===== src/hw/rtl/ppfd_pkg.sv =====
// Shared types, register map and field layout of the pulse pair frame decoder.
package ppfd_pkg;

    // Fixed field widths
    localparam int DUR_FIELD_W = 16;
    localparam int PCT_W       = 7;
    localparam int FB_W        = 7;
    localparam int FRAME_W     = 64;
    localparam int SERIAL_LSB  = 28;
    localparam int SERIAL_W    = 20;
    localparam int SEEN_W      = 7;
    localparam int STATUS_W    = 2;

    // Stream layout
    localparam int S_DATA_W = 2 * DUR_FIELD_W;
    localparam int S_USER_W = 1;
    localparam int M_DATA_W = 96;
    localparam int M_USER_W = STATUS_W;
    localparam int M_PAD_W  = M_DATA_W - FRAME_W - SERIAL_W - SEEN_W;

    // Configuration port
    localparam int APB_ADDR_W = 5;
    localparam int APB_DATA_W = 32;
    localparam int REG_IDX_W  = 3;

    localparam logic [REG_IDX_W-1:0] REG_SHORT_TIME        = 3'd0;
    localparam logic [REG_IDX_W-1:0] REG_LONG_TIME         = 3'd1;
    localparam logic [REG_IDX_W-1:0] REG_TOLERANCE_TIME    = 3'd2;
    localparam logic [REG_IDX_W-1:0] REG_TOLERANCE_PERCENT = 3'd3;
    localparam logic [REG_IDX_W-1:0] REG_FRAME_BITS        = 3'd4;

    // Default parameter values
    localparam int MAX_FRAME_BITS = 64;
    localparam int DURATION_WIDTH = 16;
    localparam int FIFO_DEPTH     = 4;

    localparam int PERCENT_DIV = 100;

    typedef struct packed {
        logic [DUR_FIELD_W-1:0] short_time;
        logic [DUR_FIELD_W-1:0] long_time;
        logic [DUR_FIELD_W-1:0] tolerance_time;
        logic [PCT_W-1:0]       tolerance_percent;
        logic [FB_W-1:0]        frame_bits;
    } cfg_t;

    localparam cfg_t CFG_RESET = '{
        short_time:        16'd160,
        long_time:         16'd320,
        tolerance_time:    16'd0,
        tolerance_percent: 7'd25,
        frame_bits:        7'd48
    };

    typedef enum logic [1:0] {
        KIND_BIT0 = 2'd0,
        KIND_BIT1 = 2'd1,
        KIND_BAD  = 2'd2
    } kind_t;

    typedef struct packed {
        kind_t kind;
        logic  first;
        logic  last;
    } item_t;

    typedef enum logic [STATUS_W-1:0] {
        ST_FRAME  = 2'd0,
        ST_PARITY = 2'd1,
        ST_TIMING = 2'd2,
        ST_SHORT  = 2'd3
    } status_t;

endpackage


===== src/hw/rtl/pwm_pulse_pair_frame_decoder.sv =====
// Top level of the pulse pair frame decoder: register port, front end, queue and back end.
//
// Each input transfer carries one high/low duration pair; a short-high/long-low pair
// decodes as 0, a long-high/short-low pair as 1, each duration matching when it lies
// strictly within the tolerance (tolerance_time, or short_time * tolerance_percent / 100
// when tolerance_time is zero). s_tuser marks the first pair of a capture, s_tlast the
// last. One result transfer comes out for a complete frame (parity checked), a timing
// mismatch or a capture that ends early; m_tuser carries the status. The block takes
// one pair per clock while results are taken and the queue has room: the per-pair bit update
// in the back end is registered, and a two-stage front end plus a four-entry queue sit ahead
// of it. The derived tolerance follows a register write through prod_reg and then tol_reg.
module pwm_pulse_pair_frame_decoder #(
    parameter int MAX_FRAME_BITS = ppfd_pkg::MAX_FRAME_BITS,
    parameter int DURATION_WIDTH = ppfd_pkg::DURATION_WIDTH,
    parameter int FIFO_DEPTH     = ppfd_pkg::FIFO_DEPTH
) (
    input  logic                             aclk,
    input  logic                             aresetn,
    // s_tdata: high_time, low_time
    input  logic                             s_tvalid,
    output logic                             s_tready,
    input  logic [ppfd_pkg::S_DATA_W-1:0]    s_tdata,
    // s_tuser: first_pair
    input  logic [ppfd_pkg::S_USER_W-1:0]    s_tuser,
    input  logic                             s_tlast,
    // m_tdata: frame_data, serial_number, bits_seen, zero pad
    output logic                             m_tvalid,
    input  logic                             m_tready,
    output logic [ppfd_pkg::M_DATA_W-1:0]    m_tdata,
    // m_tuser: status
    output logic [ppfd_pkg::M_USER_W-1:0]    m_tuser,
    input  logic                             psel,
    input  logic                             penable,
    input  logic                             pwrite,
    input  logic [ppfd_pkg::APB_ADDR_W-1:0]  paddr,
    input  logic [ppfd_pkg::APB_DATA_W-1:0]  pwdata,
    output logic [ppfd_pkg::APB_DATA_W-1:0]  prdata,
    output logic                             pready
);

    ppfd_pkg::cfg_t                      cfg;
    logic                                q_in_valid;
    logic                                q_in_ready;
    ppfd_pkg::item_t                     q_in_item;
    logic                                q_out_valid;
    logic                                q_out_ready;
    logic [$bits(ppfd_pkg::item_t)-1:0]  q_out_data;
    ppfd_pkg::item_t                     q_out_item;
    ppfd_pkg::status_t                   status;
    logic [ppfd_pkg::FRAME_W-1:0]        frame_data;
    logic [ppfd_pkg::SEEN_W-1:0]         bits_seen;

    ppfd_regs u_regs (
        .aclk    (aclk),
        .aresetn (aresetn),
        .psel    (psel),
        .penable (penable),
        .pwrite  (pwrite),
        .paddr   (paddr),
        .pwdata  (pwdata),
        .prdata  (prdata),
        .pready  (pready),
        .cfg     (cfg)
    );

    ppfd_front #(
        .DURATION_WIDTH (DURATION_WIDTH)
    ) u_front (
        .aclk     (aclk),
        .aresetn  (aresetn),
        .cfg      (cfg),
        .s_tvalid (s_tvalid),
        .s_tready (s_tready),
        .s_tdata  (s_tdata),
        .s_tuser  (s_tuser),
        .s_tlast  (s_tlast),
        .q_valid  (q_in_valid),
        .q_ready  (q_in_ready),
        .q_item   (q_in_item)
    );

    ppfd_fifo #(
        .WIDTH ($bits(ppfd_pkg::item_t)),
        .DEPTH (FIFO_DEPTH)
    ) u_fifo (
        .aclk      (aclk),
        .aresetn   (aresetn),
        .in_valid  (q_in_valid),
        .in_ready  (q_in_ready),
        .in_data   (q_in_item),
        .out_valid (q_out_valid),
        .out_ready (q_out_ready),
        .out_data  (q_out_data)
    );

    assign q_out_item = ppfd_pkg::item_t'(q_out_data);

    ppfd_back #(
        .MAX_FRAME_BITS (MAX_FRAME_BITS)
    ) u_back (
        .aclk       (aclk),
        .aresetn    (aresetn),
        .frame_bits (cfg.frame_bits),
        .q_valid    (q_out_valid),
        .q_ready    (q_out_ready),
        .q_item     (q_out_item),
        .m_tvalid   (m_tvalid),
        .m_tready   (m_tready),
        .status     (status),
        .frame_data (frame_data),
        .bits_seen  (bits_seen)
    );

    assign m_tuser = status;
    assign m_tdata = {{ppfd_pkg::M_PAD_W{1'b0}}, bits_seen,
                      frame_data[ppfd_pkg::SERIAL_LSB +: ppfd_pkg::SERIAL_W], frame_data};

    // Input stalls only because the queue is full and the front end holds a pair
    a_stall_cause: assert property (@(posedge aclk) disable iff (!aresetn)
        !s_tready |-> (q_in_valid && !q_in_ready))
        else $error("input stalled without a full queue");

    // No pop while a result is still waiting to be taken
    a_no_overwrite: assert property (@(posedge aclk) disable iff (!aresetn)
        (m_tvalid && !m_tready) |-> !q_out_ready)
        else $error("back end ready while result stalled");

    a_seen_range: assert property (@(posedge aclk) disable iff (!aresetn)
        m_tvalid |-> (bits_seen <= ppfd_pkg::SEEN_W'(MAX_FRAME_BITS)))
        else $error("bit count beyond frame limit");

    // Every result other than a timing mismatch has decoded at least one bit
    a_seen_nonzero: assert property (@(posedge aclk) disable iff (!aresetn)
        (m_tvalid && (status != ppfd_pkg::ST_TIMING)) |-> (bits_seen != '0))
        else $error("result with no decoded bits");

endmodule


===== src/hw/rtl/ppfd_regs.sv =====
// Configuration register file behind the APB-style port.
module ppfd_regs (
    input  logic                             aclk,
    input  logic                             aresetn,
    input  logic                             psel,
    input  logic                             penable,
    input  logic                             pwrite,
    input  logic [ppfd_pkg::APB_ADDR_W-1:0]  paddr,
    input  logic [ppfd_pkg::APB_DATA_W-1:0]  pwdata,
    output logic [ppfd_pkg::APB_DATA_W-1:0]  prdata,
    output logic                             pready,
    output ppfd_pkg::cfg_t                   cfg
);

    ppfd_pkg::cfg_t                       cfg_reg;
    logic [ppfd_pkg::REG_IDX_W-1:0]       reg_idx;
    logic                                 wr_en;

    assign pready  = 1'b1;
    assign reg_idx = paddr[ppfd_pkg::APB_ADDR_W-1:2];
    assign wr_en   = psel && penable && pwrite;
    assign cfg     = cfg_reg;

    always_ff @(posedge aclk) begin
        if (!aresetn) begin
            cfg_reg <= ppfd_pkg::CFG_RESET;
        end else if (wr_en) begin
            case (reg_idx)
                ppfd_pkg::REG_SHORT_TIME: begin
                    cfg_reg.short_time <= pwdata[ppfd_pkg::DUR_FIELD_W-1:0];
                end
                ppfd_pkg::REG_LONG_TIME: begin
                    cfg_reg.long_time <= pwdata[ppfd_pkg::DUR_FIELD_W-1:0];
                end
                ppfd_pkg::REG_TOLERANCE_TIME: begin
                    cfg_reg.tolerance_time <= pwdata[ppfd_pkg::DUR_FIELD_W-1:0];
                end
                ppfd_pkg::REG_TOLERANCE_PERCENT: begin
                    cfg_reg.tolerance_percent <= pwdata[ppfd_pkg::PCT_W-1:0];
                end
                ppfd_pkg::REG_FRAME_BITS: begin
                    cfg_reg.frame_bits <= pwdata[ppfd_pkg::FB_W-1:0];
                end
                default: begin
                    // unmapped address: drop the write
                end
            endcase
        end
    end

    always_comb begin
        case (reg_idx)
            ppfd_pkg::REG_SHORT_TIME:
                prdata = ppfd_pkg::APB_DATA_W'(cfg_reg.short_time);
            ppfd_pkg::REG_LONG_TIME:
                prdata = ppfd_pkg::APB_DATA_W'(cfg_reg.long_time);
            ppfd_pkg::REG_TOLERANCE_TIME:
                prdata = ppfd_pkg::APB_DATA_W'(cfg_reg.tolerance_time);
            ppfd_pkg::REG_TOLERANCE_PERCENT:
                prdata = ppfd_pkg::APB_DATA_W'(cfg_reg.tolerance_percent);
            ppfd_pkg::REG_FRAME_BITS:
                prdata = ppfd_pkg::APB_DATA_W'(cfg_reg.frame_bits);
            default:
                prdata = '0;
        endcase
    end

endmodule


===== src/hw/rtl/ppfd_front.sv =====
// Front end: accepts pulse pairs, derives the tolerance and classifies each pair.
module ppfd_front #(
    parameter int DURATION_WIDTH = ppfd_pkg::DURATION_WIDTH
) (
    input  logic                            aclk,
    input  logic                            aresetn,
    input  ppfd_pkg::cfg_t                  cfg,
    input  logic                            s_tvalid,
    output logic                            s_tready,
    input  logic [ppfd_pkg::S_DATA_W-1:0]   s_tdata,
    input  logic [ppfd_pkg::S_USER_W-1:0]   s_tuser,
    input  logic                            s_tlast,
    output logic                            q_valid,
    input  logic                            q_ready,
    output ppfd_pkg::item_t                 q_item
);

    localparam int DUR_W = (DURATION_WIDTH < ppfd_pkg::DUR_FIELD_W) ?
                           DURATION_WIDTH : ppfd_pkg::DUR_FIELD_W;
    localparam int TOL_W  = DUR_W + 1;
    localparam int PROD_W = DUR_W + ppfd_pkg::PCT_W;
    localparam int RECIP_SHIFT = PROD_W + $clog2(ppfd_pkg::PERCENT_DIV);
    localparam int RECIP_W = PROD_W + 1;
    localparam int FULL_W  = PROD_W + RECIP_W;
    localparam logic [RECIP_W-1:0] RECIP = RECIP_W'(((64'd1 << RECIP_SHIFT)
        + 64'(ppfd_pkg::PERCENT_DIV) - 64'd1) / 64'(ppfd_pkg::PERCENT_DIV));

    typedef struct packed {
        logic [DUR_W-1:0] hi;
        logic [DUR_W-1:0] lo;
        logic             first;
        logic             last;
    } pair_t;

    pair_t              in_pair;
    pair_t              st1_reg;
    pair_t              st2_reg;
    logic               st1_valid_reg;
    logic               st2_valid_reg;
    logic               adv;

    logic [DUR_W-1:0]   ts;
    logic [DUR_W-1:0]   tl;
    logic [DUR_W-1:0]   tt;
    logic [PROD_W-1:0]  prod_reg;
    logic [FULL_W-1:0]  quot_full;
    logic [TOL_W-1:0]   tol_reg;

    logic [DUR_W-1:0]   d_hs;
    logic [DUR_W-1:0]   d_ll;
    logic [DUR_W-1:0]   d_hl;
    logic [DUR_W-1:0]   d_ls;
    logic               match0;
    logic               match1;

    assign in_pair.hi    = s_tdata[DUR_W-1:0];
    assign in_pair.lo    = s_tdata[ppfd_pkg::DUR_FIELD_W +: DUR_W];
    assign in_pair.first = s_tuser[0];
    assign in_pair.last  = s_tlast;

    // The whole front advances as one; stage 2 drains into the queue.
    assign adv      = !st2_valid_reg || q_ready;
    assign s_tready = adv;

    always_ff @(posedge aclk) begin
        if (!aresetn) begin
            st1_valid_reg <= 1'b0;
            st2_valid_reg <= 1'b0;
        end else if (adv) begin
            st1_valid_reg <= s_tvalid;
            st2_valid_reg <= st1_valid_reg;
        end
    end

    always_ff @(posedge aclk) begin
        if (adv) begin
            st1_reg <= in_pair;
            st2_reg <= st1_reg;
        end
    end

    // Tolerance runs off the registers, through prod_reg and then tol_reg after a write.
    assign ts = cfg.short_time[DUR_W-1:0];
    assign tl = cfg.long_time[DUR_W-1:0];
    assign tt = cfg.tolerance_time[DUR_W-1:0];

    // Divide by 100 through a reciprocal multiply, exact for this width
    assign quot_full = FULL_W'(prod_reg) * FULL_W'(RECIP);

    always_ff @(posedge aclk) begin
        prod_reg <= PROD_W'(ts) * PROD_W'(cfg.tolerance_percent);
        tol_reg  <= (tt != '0) ? TOL_W'(tt) : quot_full[RECIP_SHIFT +: TOL_W];
    end

    assign d_hs = (st2_reg.hi > ts) ? st2_reg.hi - ts : ts - st2_reg.hi;
    assign d_ll = (st2_reg.lo > tl) ? st2_reg.lo - tl : tl - st2_reg.lo;
    assign d_hl = (st2_reg.hi > tl) ? st2_reg.hi - tl : tl - st2_reg.hi;
    assign d_ls = (st2_reg.lo > ts) ? st2_reg.lo - ts : ts - st2_reg.lo;

    assign match0 = (TOL_W'(d_hs) < tol_reg) && (TOL_W'(d_ll) < tol_reg);
    assign match1 = (TOL_W'(d_hl) < tol_reg) && (TOL_W'(d_ls) < tol_reg);

    // Zero wins when both patterns match
    always_comb begin
        if (match0) begin
            q_item.kind = ppfd_pkg::KIND_BIT0;
        end else if (match1) begin
            q_item.kind = ppfd_pkg::KIND_BIT1;
        end else begin
            q_item.kind = ppfd_pkg::KIND_BAD;
        end
        q_item.first = st2_reg.first;
        q_item.last  = st2_reg.last;
    end

    assign q_valid = st2_valid_reg;

endmodule


===== src/hw/rtl/ppfd_fifo.sv =====
// Short register queue between the front end and the frame assembler.
module ppfd_fifo #(
    parameter int WIDTH = 4,
    parameter int DEPTH = ppfd_pkg::FIFO_DEPTH
) (
    input  logic             aclk,
    input  logic             aresetn,
    input  logic             in_valid,
    output logic             in_ready,
    input  logic [WIDTH-1:0] in_data,
    output logic             out_valid,
    input  logic             out_ready,
    output logic [WIDTH-1:0] out_data
);

    localparam int PTR_W = (DEPTH > 1) ? $clog2(DEPTH) : 1;
    localparam int CNT_W = $clog2(DEPTH + 1);

    logic [WIDTH-1:0] mem_reg [DEPTH];
    logic [PTR_W-1:0] wr_ptr_reg;
    logic [PTR_W-1:0] rd_ptr_reg;
    logic [CNT_W-1:0] count_reg;
    logic             push;
    logic             pop;

    assign in_ready  = (count_reg != CNT_W'(DEPTH));
    assign out_valid = (count_reg != '0);
    assign push      = in_valid && in_ready;
    assign pop       = out_valid && out_ready;
    assign out_data  = mem_reg[rd_ptr_reg];

    always_ff @(posedge aclk) begin
        if (!aresetn) begin
            wr_ptr_reg <= '0;
            rd_ptr_reg <= '0;
            count_reg  <= '0;
        end else begin
            if (push) begin
                wr_ptr_reg <= (wr_ptr_reg == PTR_W'(DEPTH - 1)) ? '0 : wr_ptr_reg + 1'b1;
            end
            if (pop) begin
                rd_ptr_reg <= (rd_ptr_reg == PTR_W'(DEPTH - 1)) ? '0 : rd_ptr_reg + 1'b1;
            end
            if (push && !pop) begin
                count_reg <= count_reg + 1'b1;
            end else if (pop && !push) begin
                count_reg <= count_reg - 1'b1;
            end
        end
    end

    always_ff @(posedge aclk) begin
        if (push) begin
            mem_reg[wr_ptr_reg] <= in_data;
        end
    end

endmodule


===== src/hw/rtl/ppfd_back.sv =====
// Back end: shifts decoded bits into the frame, checks parity and holds the result.
module ppfd_back #(
    parameter int MAX_FRAME_BITS = ppfd_pkg::MAX_FRAME_BITS
) (
    input  logic                            aclk,
    input  logic                            aresetn,
    input  logic [ppfd_pkg::FB_W-1:0]       frame_bits,
    input  logic                            q_valid,
    output logic                            q_ready,
    input  ppfd_pkg::item_t                 q_item,
    output logic                            m_tvalid,
    input  logic                            m_tready,
    output ppfd_pkg::status_t               status,
    output logic [ppfd_pkg::FRAME_W-1:0]    frame_data,
    output logic [ppfd_pkg::SEEN_W-1:0]     bits_seen
);

    localparam int CNT_W = $clog2(MAX_FRAME_BITS + 1);

    logic [CNT_W-1:0]          len_next;
    logic [CNT_W-1:0]          len_reg;
    logic [MAX_FRAME_BITS-1:0] mask_next;
    logic [MAX_FRAME_BITS-1:0] mask_reg;

    logic [MAX_FRAME_BITS-1:0] shift_reg;
    logic [MAX_FRAME_BITS-1:0] shift_next;
    logic [CNT_W-1:0]          cnt_reg;
    logic [CNT_W-1:0]          cnt_next;
    logic                      done_reg;
    logic                      done_next;

    logic                      pop;
    logic                      bit_in;
    logic [MAX_FRAME_BITS-1:0] eff_shift;
    logic [CNT_W-1:0]          eff_cnt;
    logic                      eff_done;
    logic [MAX_FRAME_BITS-1:0] new_shift;
    logic [CNT_W-1:0]          new_cnt;
    logic                      parity;

    logic                      emit;
    ppfd_pkg::status_t         emit_status;
    logic [MAX_FRAME_BITS-1:0] emit_shift;
    logic [CNT_W-1:0]          emit_cnt;

    logic                      out_valid_reg;
    ppfd_pkg::status_t         status_reg;
    logic [MAX_FRAME_BITS-1:0] frame_reg;
    logic [CNT_W-1:0]          seen_reg;

    // Frame length and parity mask are registered from the frame_bits register
    always_comb begin
        if (frame_bits == '0) begin
            len_next = CNT_W'(1);
        end else if (frame_bits > ppfd_pkg::FB_W'(MAX_FRAME_BITS)) begin
            len_next = CNT_W'(MAX_FRAME_BITS);
        end else begin
            len_next = CNT_W'(frame_bits);
        end
        for (int i = 0; i < MAX_FRAME_BITS; i++) begin
            mask_next[i] = (i != 0) && (CNT_W'(i) < len_next);
        end
    end

    always_ff @(posedge aclk) begin
        len_reg  <= len_next;
        mask_reg <= mask_next;
    end

    assign q_ready = !out_valid_reg || m_tready;
    assign pop     = q_valid && q_ready;
    assign bit_in  = (q_item.kind == ppfd_pkg::KIND_BIT1);

    // A first pair clears the capture before it is decoded
    assign eff_shift = q_item.first ? '0 : shift_reg;
    assign eff_cnt   = q_item.first ? '0 : cnt_reg;
    assign eff_done  = q_item.first ? 1'b0 : done_reg;

    assign new_shift = {eff_shift[MAX_FRAME_BITS-2:0], bit_in};
    assign new_cnt   = eff_cnt + 1'b1;
    assign parity    = ^(new_shift & mask_reg);

    always_comb begin
        shift_next  = eff_shift;
        cnt_next    = eff_cnt;
        done_next   = eff_done;
        emit        = 1'b0;
        emit_status = ppfd_pkg::ST_TIMING;
        emit_shift  = eff_shift;
        emit_cnt    = eff_cnt;
        if (!eff_done) begin
            case (q_item.kind)
                ppfd_pkg::KIND_BIT0, ppfd_pkg::KIND_BIT1: begin
                    shift_next = new_shift;
                    cnt_next   = new_cnt;
                    emit_shift = new_shift;
                    emit_cnt   = new_cnt;
                    if (new_cnt >= len_reg) begin
                        emit        = 1'b1;
                        done_next   = 1'b1;
                        emit_status = (parity == bit_in) ? ppfd_pkg::ST_FRAME :
                                                           ppfd_pkg::ST_PARITY;
                    end else if (q_item.last) begin
                        emit        = 1'b1;
                        done_next   = 1'b1;
                        emit_status = ppfd_pkg::ST_SHORT;
                    end
                end
                default: begin
                    emit        = 1'b1;
                    done_next   = 1'b1;
                    emit_status = ppfd_pkg::ST_TIMING;
                end
            endcase
        end
    end

    always_ff @(posedge aclk) begin
        if (!aresetn) begin
            shift_reg <= '0;
            cnt_reg   <= '0;
            done_reg  <= 1'b1;
        end else if (pop) begin
            shift_reg <= shift_next;
            cnt_reg   <= cnt_next;
            done_reg  <= done_next;
        end
    end

    always_ff @(posedge aclk) begin
        if (!aresetn) begin
            out_valid_reg <= 1'b0;
        end else if (pop && emit) begin
            out_valid_reg <= 1'b1;
        end else if (m_tready) begin
            out_valid_reg <= 1'b0;
        end
    end

    always_ff @(posedge aclk) begin
        if (pop && emit) begin
            status_reg <= emit_status;
            frame_reg  <= emit_shift;
            seen_reg   <= emit_cnt;
        end
    end

    assign m_tvalid   = out_valid_reg;
    assign status     = status_reg;
    assign frame_data = ppfd_pkg::FRAME_W'(frame_reg);
    assign bits_seen  = ppfd_pkg::SEEN_W'(seen_reg);

endmodule

===== config.mk =====
export PLATFORM = sky130hd
export DESIGN_NAME = pwm_pulse_pair_frame_decoder
export DESIGN_NICKNAME = d
export VERILOG_FILES = /design/src/hw/rtl/ppfd_pkg.sv /design/src/hw/rtl/pwm_pulse_pair_frame_decoder.sv /design/src/hw/rtl/ppfd_regs.sv /design/src/hw/rtl/ppfd_front.sv /design/src/hw/rtl/ppfd_fifo.sv /design/src/hw/rtl/ppfd_back.sv
export SDC_FILE = /design/constraint.sdc
export NUM_CORES = 2
export LEC_CHECK = 0
export ABC_AREA = 1
export ABC_CLOCK_PERIOD_IN_PS = 11300
export BUFFER_PORTS_ARGS = -buffer_cell sky130_fd_sc_hd__buf_4
export CAP_MARGIN = 0
export CORE_MARGIN = 2
export CORE_UTILIZATION = 55
export CTS_BUF_LIST = sky130_fd_sc_hd__clkbuf_4 sky130_fd_sc_hd__clkbuf_8
export DETAILED_ROUTE_END_ITERATION = 8
export GPL_TIMING_DRIVEN = 1
export PLACE_DENSITY_LB_ADDON = 0.15
export SYNTH_ARGS = -nofsm -noshare
export SYNTH_HDL_FRONTEND = slang
export SYNTH_SLANG_ARGS = --single-unit

===== constraint.sdc =====
create_clock -name aclk -period 11.3 [get_ports aclk]
set_clock_uncertainty 0.05 [all_clocks]
set_input_delay 0.565 -clock aclk [delete_from_list [all_inputs] [get_ports aclk]]
set_output_delay 0.565 -clock aclk [all_outputs]
set_load 0.005 [all_outputs]

Word-level counts from Yosys, hierarchy flattened:

Memory sizes are Yosys's and may differ from the RTL's. A register that Yosys moved wholly into a read port is not among the register bits.
Index checks and enable logic that the tools add are counted.

* logic and storage cells: 195
* bits in writable memories: 16
* memories kept: 1
* output and inout port bits: 133
* bits in latches: 0
* bits in read-only memories: 0
* register bits: 395

Memories
* u_fifo.mem_reg: depth 4, width 4, read ports 1, clocked after memory_dff 1, write ports 1, line ppfd_fifo.sv:19 `logic [WIDTH-1:0] mem_reg [DEPTH];`

* magnitude comparators: 73
* reduce and logical (&&, ||, !) cells: 30
* multiplexer cells: 35
* div/mod/pow operators: 0
* equality and inequality tests: 9
* bitwise gates (word level): 2
* multiply operators: 2
* shift operators: 0
* $add $sub $neg: 13

Operator list (count)
* < comparator 6 x 7 -> 1 bit (first input constant): 32
* two-way mux 64 bit: 3
* subtractor 16 bit: 8
* < comparator 5 x 7 -> 1 bit (first input constant): 16
* two-way mux 16 bit: 5
* case mux 16 bit (5 select lines): 1
* < comparator 16 x 17 -> 1 bit: 4
* AND 64 bit: 1
* greater-than comparator 16 bit: 4
* XOR reduction 64 bit: 1
* < comparator 4 x 7 -> 1 bit (first input constant): 8
* multiplier 23 x 24 -> 47 bit (second input constant): 1
* two-way mux 7 bit: 5
* < comparator 3 x 7 -> 1 bit (first input constant): 4
* multiplier 16 x 7 -> 23 bit: 1
* nonzero test 16 bit: 1
* < comparator 2 x 7 -> 1 bit (first input constant): 2
* two-way mux 2 bit: 7
* two-way mux 1 bit: 12
* AND reduction 2 bit: 5
* logical AND 1 bit: 9
* adder 7 x 1 -> 7 bit (second input constant): 1
* >= comparator 7 bit: 1
* greater-than comparator 7 bit (second input constant): 1
* other kinds (21): 31

Longest topological paths before layout:

* depth after elaboration: 8
* mapped depth: 29

Hierarchy:

Synthesis repeated with hierarchy kept, for this count alone.

* cells, all modules: 5745
* area total of the unflattened synthesis: 41289.6 µm²

By module, submodules not included
* ppfd_front: area each 26516.7 µm², instances 1, cells an instance 3668
* ppfd_back: area each 10241.1 µm², instances 1, cells an instance 1441
* ppfd_regs: area each 3236.9 µm², instances 1, cells an instance 501
* ppfd_fifo: area each 1103.6 µm², instances 1, cells an instance 109
* pwm_pulse_pair_frame_decoder: area each 191.4 µm², instances 1, cells an instance 26

Least setup slack after synthesis:

No wires, ideal clock.

* path type: flip-flop to flip-flop
* from: register with a tool-made name
* to: register u_back.seen_reg[0] (netlist: u_back.bits_seen[0]), enable pin
* cell stages (with the launch flop): 25
* data required time: 10.744 ns
* clock period less this slack: 6.574 ns
* path slack: 4.726 ns
* setup time: 0.506 ns
* arrival: 6.018 ns
* cells stage by stage: dfxtp_1 -> buf_6 -> inv_4 -> nand2_1 -> nand3_2 -> nand2_4 -> buf_8 -> buf_6 -> inv_4 -> clkbuf_1 -> nor2_1 -> ha_1 -> nand3_1 -> nor3_1 -> xor2_1 -> inv_1 -> ha_1 -> nand3_1 -> nor2_1 -> nand3_1 -> o2111ai_1 -> a21oi_1 -> nand2_1 -> nand2_1 -> nor2_1

RTL lines
* to (signal assigned): line ppfd_back.sv:144 `seen_reg <= emit_cnt;`
* to (decl): line ppfd_back.sv:49 `logic [CNT_W-1:0] seen_reg;`

Final worst setup path:

* from: register u_front.prod_reg[6]
* to: register u_front.tol_reg[12]

* cells in the longest elaborated chain, start to end: 2

RTL lines
* from (decl): line ppfd_front.sv:45 `logic [PROD_W-1:0] prod_reg;`
* from (signal assigned): line ppfd_front.sv:91 `prod_reg <= PROD_W'(ts) * PROD_W'(cfg.tolerance_percent);`
* multiplier 23 x 24 -> 47 bit: line ppfd_front.sv:88 `assign quot_full = FULL_W'(prod_reg) * FULL_W'(RECIP);`
* two-way mux 16 bit: line ppfd_front.sv:92 `tol_reg <= (tt != '0) ? TOL_W'(tt) : quot_full[RECIP_SHIFT +: TOL_W];`
* to (signal assigned): line ppfd_front.sv:92
* to (decl): line ppfd_front.sv:47 `logic [TOL_W-1:0] tol_reg;`

No other way between the ends.
A chain may end at the register's enable or synchronous reset.

==> summary.txt <==
Status = finished clean
Starting Density = 0.5555
DPL Wire Length = 83000 µm
Root buffer cell = clkbuf_8
Worst hold path class = in -> reg
PwrDens = 266.5 nW/µm²
Gate Count Post-Synth = 4592
Drc violations = 0
Vias in the first global route = 29870
CP arrival = 7330 ps
Max_slew headroom = 0.3125
Max Cap Viol = 0
Max IR drop VDD = 0.0004361 V
CP Max Fanout = 7
FILL cells = 6061
Cell area after synthesis = 37370 µm²
Syn Area/Cell = 8.139 µm²
Most frequent cells in the layout = inv_1 (915), nand2_1 (781), ha_1 (482)
P_leak = 21.43 nW
Leading cell type in the layout, fill and taps excluded = inv_1
Total GRT Usage = 0.2998
Number of H-tree levels = 3
I/O Buffers = 170
Largest net degree at the start of global routing = 105
Iter 0 DRT Violations = 2358
Unique masters post-synth = 66
Tot Pwr = 10.93 mW
Die ar. = 70050 µm²
Total CTS buffers = 72
Main synth FF type = dfxtp_1
Global placement routability congestion = 0.9580
Final Max Tran Viols = 0
Fin crit share = 0.6041
Count of final setup violators = 0
WP buf/inv = 7
Min Tclk post-route = 6826 ps
I/O Pins = 211
Fin. Hold Viols = 0
Area of the multi-input gates = 23340 µm²
CP Class = reg -> reg
Post-DR wirelength/cell = 18.35 µm
Grt total ovfl = 0
Sequential fraction of the synthesis area = 0.2627
RSZ-0062 raised after global routing = false
Routed Antenna Nets = 0
Detailed Routing Iterations Pass 1 = 6
Setup TNS = 0 ps
Setup Fix Bufs, Post-CTS = 0
Routed Wire Length = 104100 µm
Core Box Area = 67280 µm²
Crit-path leading delay family = adder cells
CTS Sinks = 412
Area growth from synthesis to layout = 9.769%
DR vias/cell = 5.404
Post-CTS Resized = 0
Crit. End Element = register
Post-layout util = 0.6098
Yosys warns = 0
Slew @ Worst Pin = 1029 ps
Worst-path clk slew = 60 ps
Async SR Flop Fraction = 0
Die Y-Extent = 264.7 µm
WP data required = 11810 ps
First-pass GRT wire length = 163200 µm
Clk buf depth = 3
Number of synthesized register bits = 412
Highest Clock Rate = 146.5 MHz
Nets = 5573
Fraction of layout cells with a size suffix above 1 = 0.08293
Area occupied by registers = 9819 µm²
Num rows = 95
Die X = 264.7 µm
Routed vias = 30660
Largest stage delay on the critical path = 550 ps
Initial antenna violation count = 2
Worst-Skew Late Latency = 670 ps
Setup crit start kind = register
CTS tree = done
CP max stage cell = fa_1
Post-synth EDFFs = 157
[worst register-to-register path, delay by kind of cell (launching register included)]
family                   cells  cell delay [ps]
flip-flops                   1              530
buffers and inverters        7              590
AO/OA/AOI/OAI                6             1050
adder cells (fa/ha/maj)      8             3950
AND/OR/NAND/NOR              4              540
[synth_stat cells (14+ instances only)]
cell type  number  area, µm²
xnor2_1        30      262.8
edfxtp_1      157       4715
clkbuf_1       90      337.8
dfxtp_1       255       5105
o21ai_0       333       1667
buf_4          46      345.3
a21o_1         17      127.6
nor3_1         27      135.1
fa_1          273       5465
nand2_1       781       2932
inv_1         915       3435
ha_1          482       6031
o21bai_1       16      120.1
o221ai_1       17      148.9
nand4_1        24      150.1
nand3_1       184      920.9
xor2_1         88      770.7
nor2_1        277       1040
a31oi_1        14      87.58
a21oi_1       344       1722
buf_2          20      100.1
[kinds of logic after synthesis]
group / Yosys count / synth area share
other cells: 2 / 0.0002010
xor+xnor: 127 / 0.03157
buf+inv: 1089 / 0.1161
compound gates: 833 / 0.1228
fa+ha+maj: 755 / 0.3076
simple gates: 1350 / 0.1521
mux: 24 / 0.006863
flops: 412 / 0.2627
[through the flow]
stage | std cells | hold slack (ps) | setup WS [ps] | instance area, µm²
global placement | 5514 | 352.2 | 4531 | 39180
floorplan | 4612 | 350.3 | 4726 | 37450
global route | 5673 | 5.873 | 4054 | 41020
finish | 5673 | 37.59 | 4474 | 41020
detailed placement | 5514 | 354.5 | 4517 | 39180
CTS | 5672 | 0.1038 | 4469 | 41020
[final timing paths]
| path | start | endpoint | slack, ps | depth (start not counted) |
|---|---|---|---|---|
| setup / recovery | u_front.prod_reg[6]$_DFF_P_ | u_front.tol_reg[12]$_DFF_P_ | 4470 | 25 |
| hold / removal | s_tdata[28] | u_front.st1_reg[14]$_DFFE_PP_ | 40 | 1 |
| setup reg to reg | u_front.prod_reg[6]$_DFF_P_ | u_front.tol_reg[12]$_DFF_P_ | 4470 | 25 |
| hold reg to reg | u_front.st1_reg[23]$_DFFE_PP_ | u_front.st2_reg[23]$_DFFE_PP_ | 350 | 0 |
[routing by layer]
metal | up-vias | part of all wire | GRT usage
met1 | 14460 | 0.44 | 0.4075
met5 | - | 0 | 0
met4 | 0 | 0.037 | 0.1102
met3 | 190 | 0.062 | 0.04255
met2 | 1004 | 0.46 | 0.4887
li1 | 15000 | - | -
[what timing repair did]
action                                  CTS  global route
hold buffers                             25             0
endpoints found under the setup margin    0             0
hold endpoints to repair                 25             0
[where the power goes]
part	internal (mW)	leakage, nW	switching (mW)
clock network	0.833	0.839	0.667
registers	1.93	3.65	0.194
logic	2.68	16.9	4.63
total	5.44	21.4	5.49
[cell type report]
| class | instances | area share |
|---|---|---|
| multi-input combinational | 3111 | 0.5690 |
| sequential | 412 | 0.2394 |
| inverter | 924 | 0.08467 |
| timing repair buffer | 219 | 0.04160 |
| clock buffer | 112 | 0.03346 |
| tap | 873 | 0.02663 |
| clock inverter | 21 | 0.005246 |
| antenna | 1 | 0.00006100 |
(Power assumes the default switching activity.)
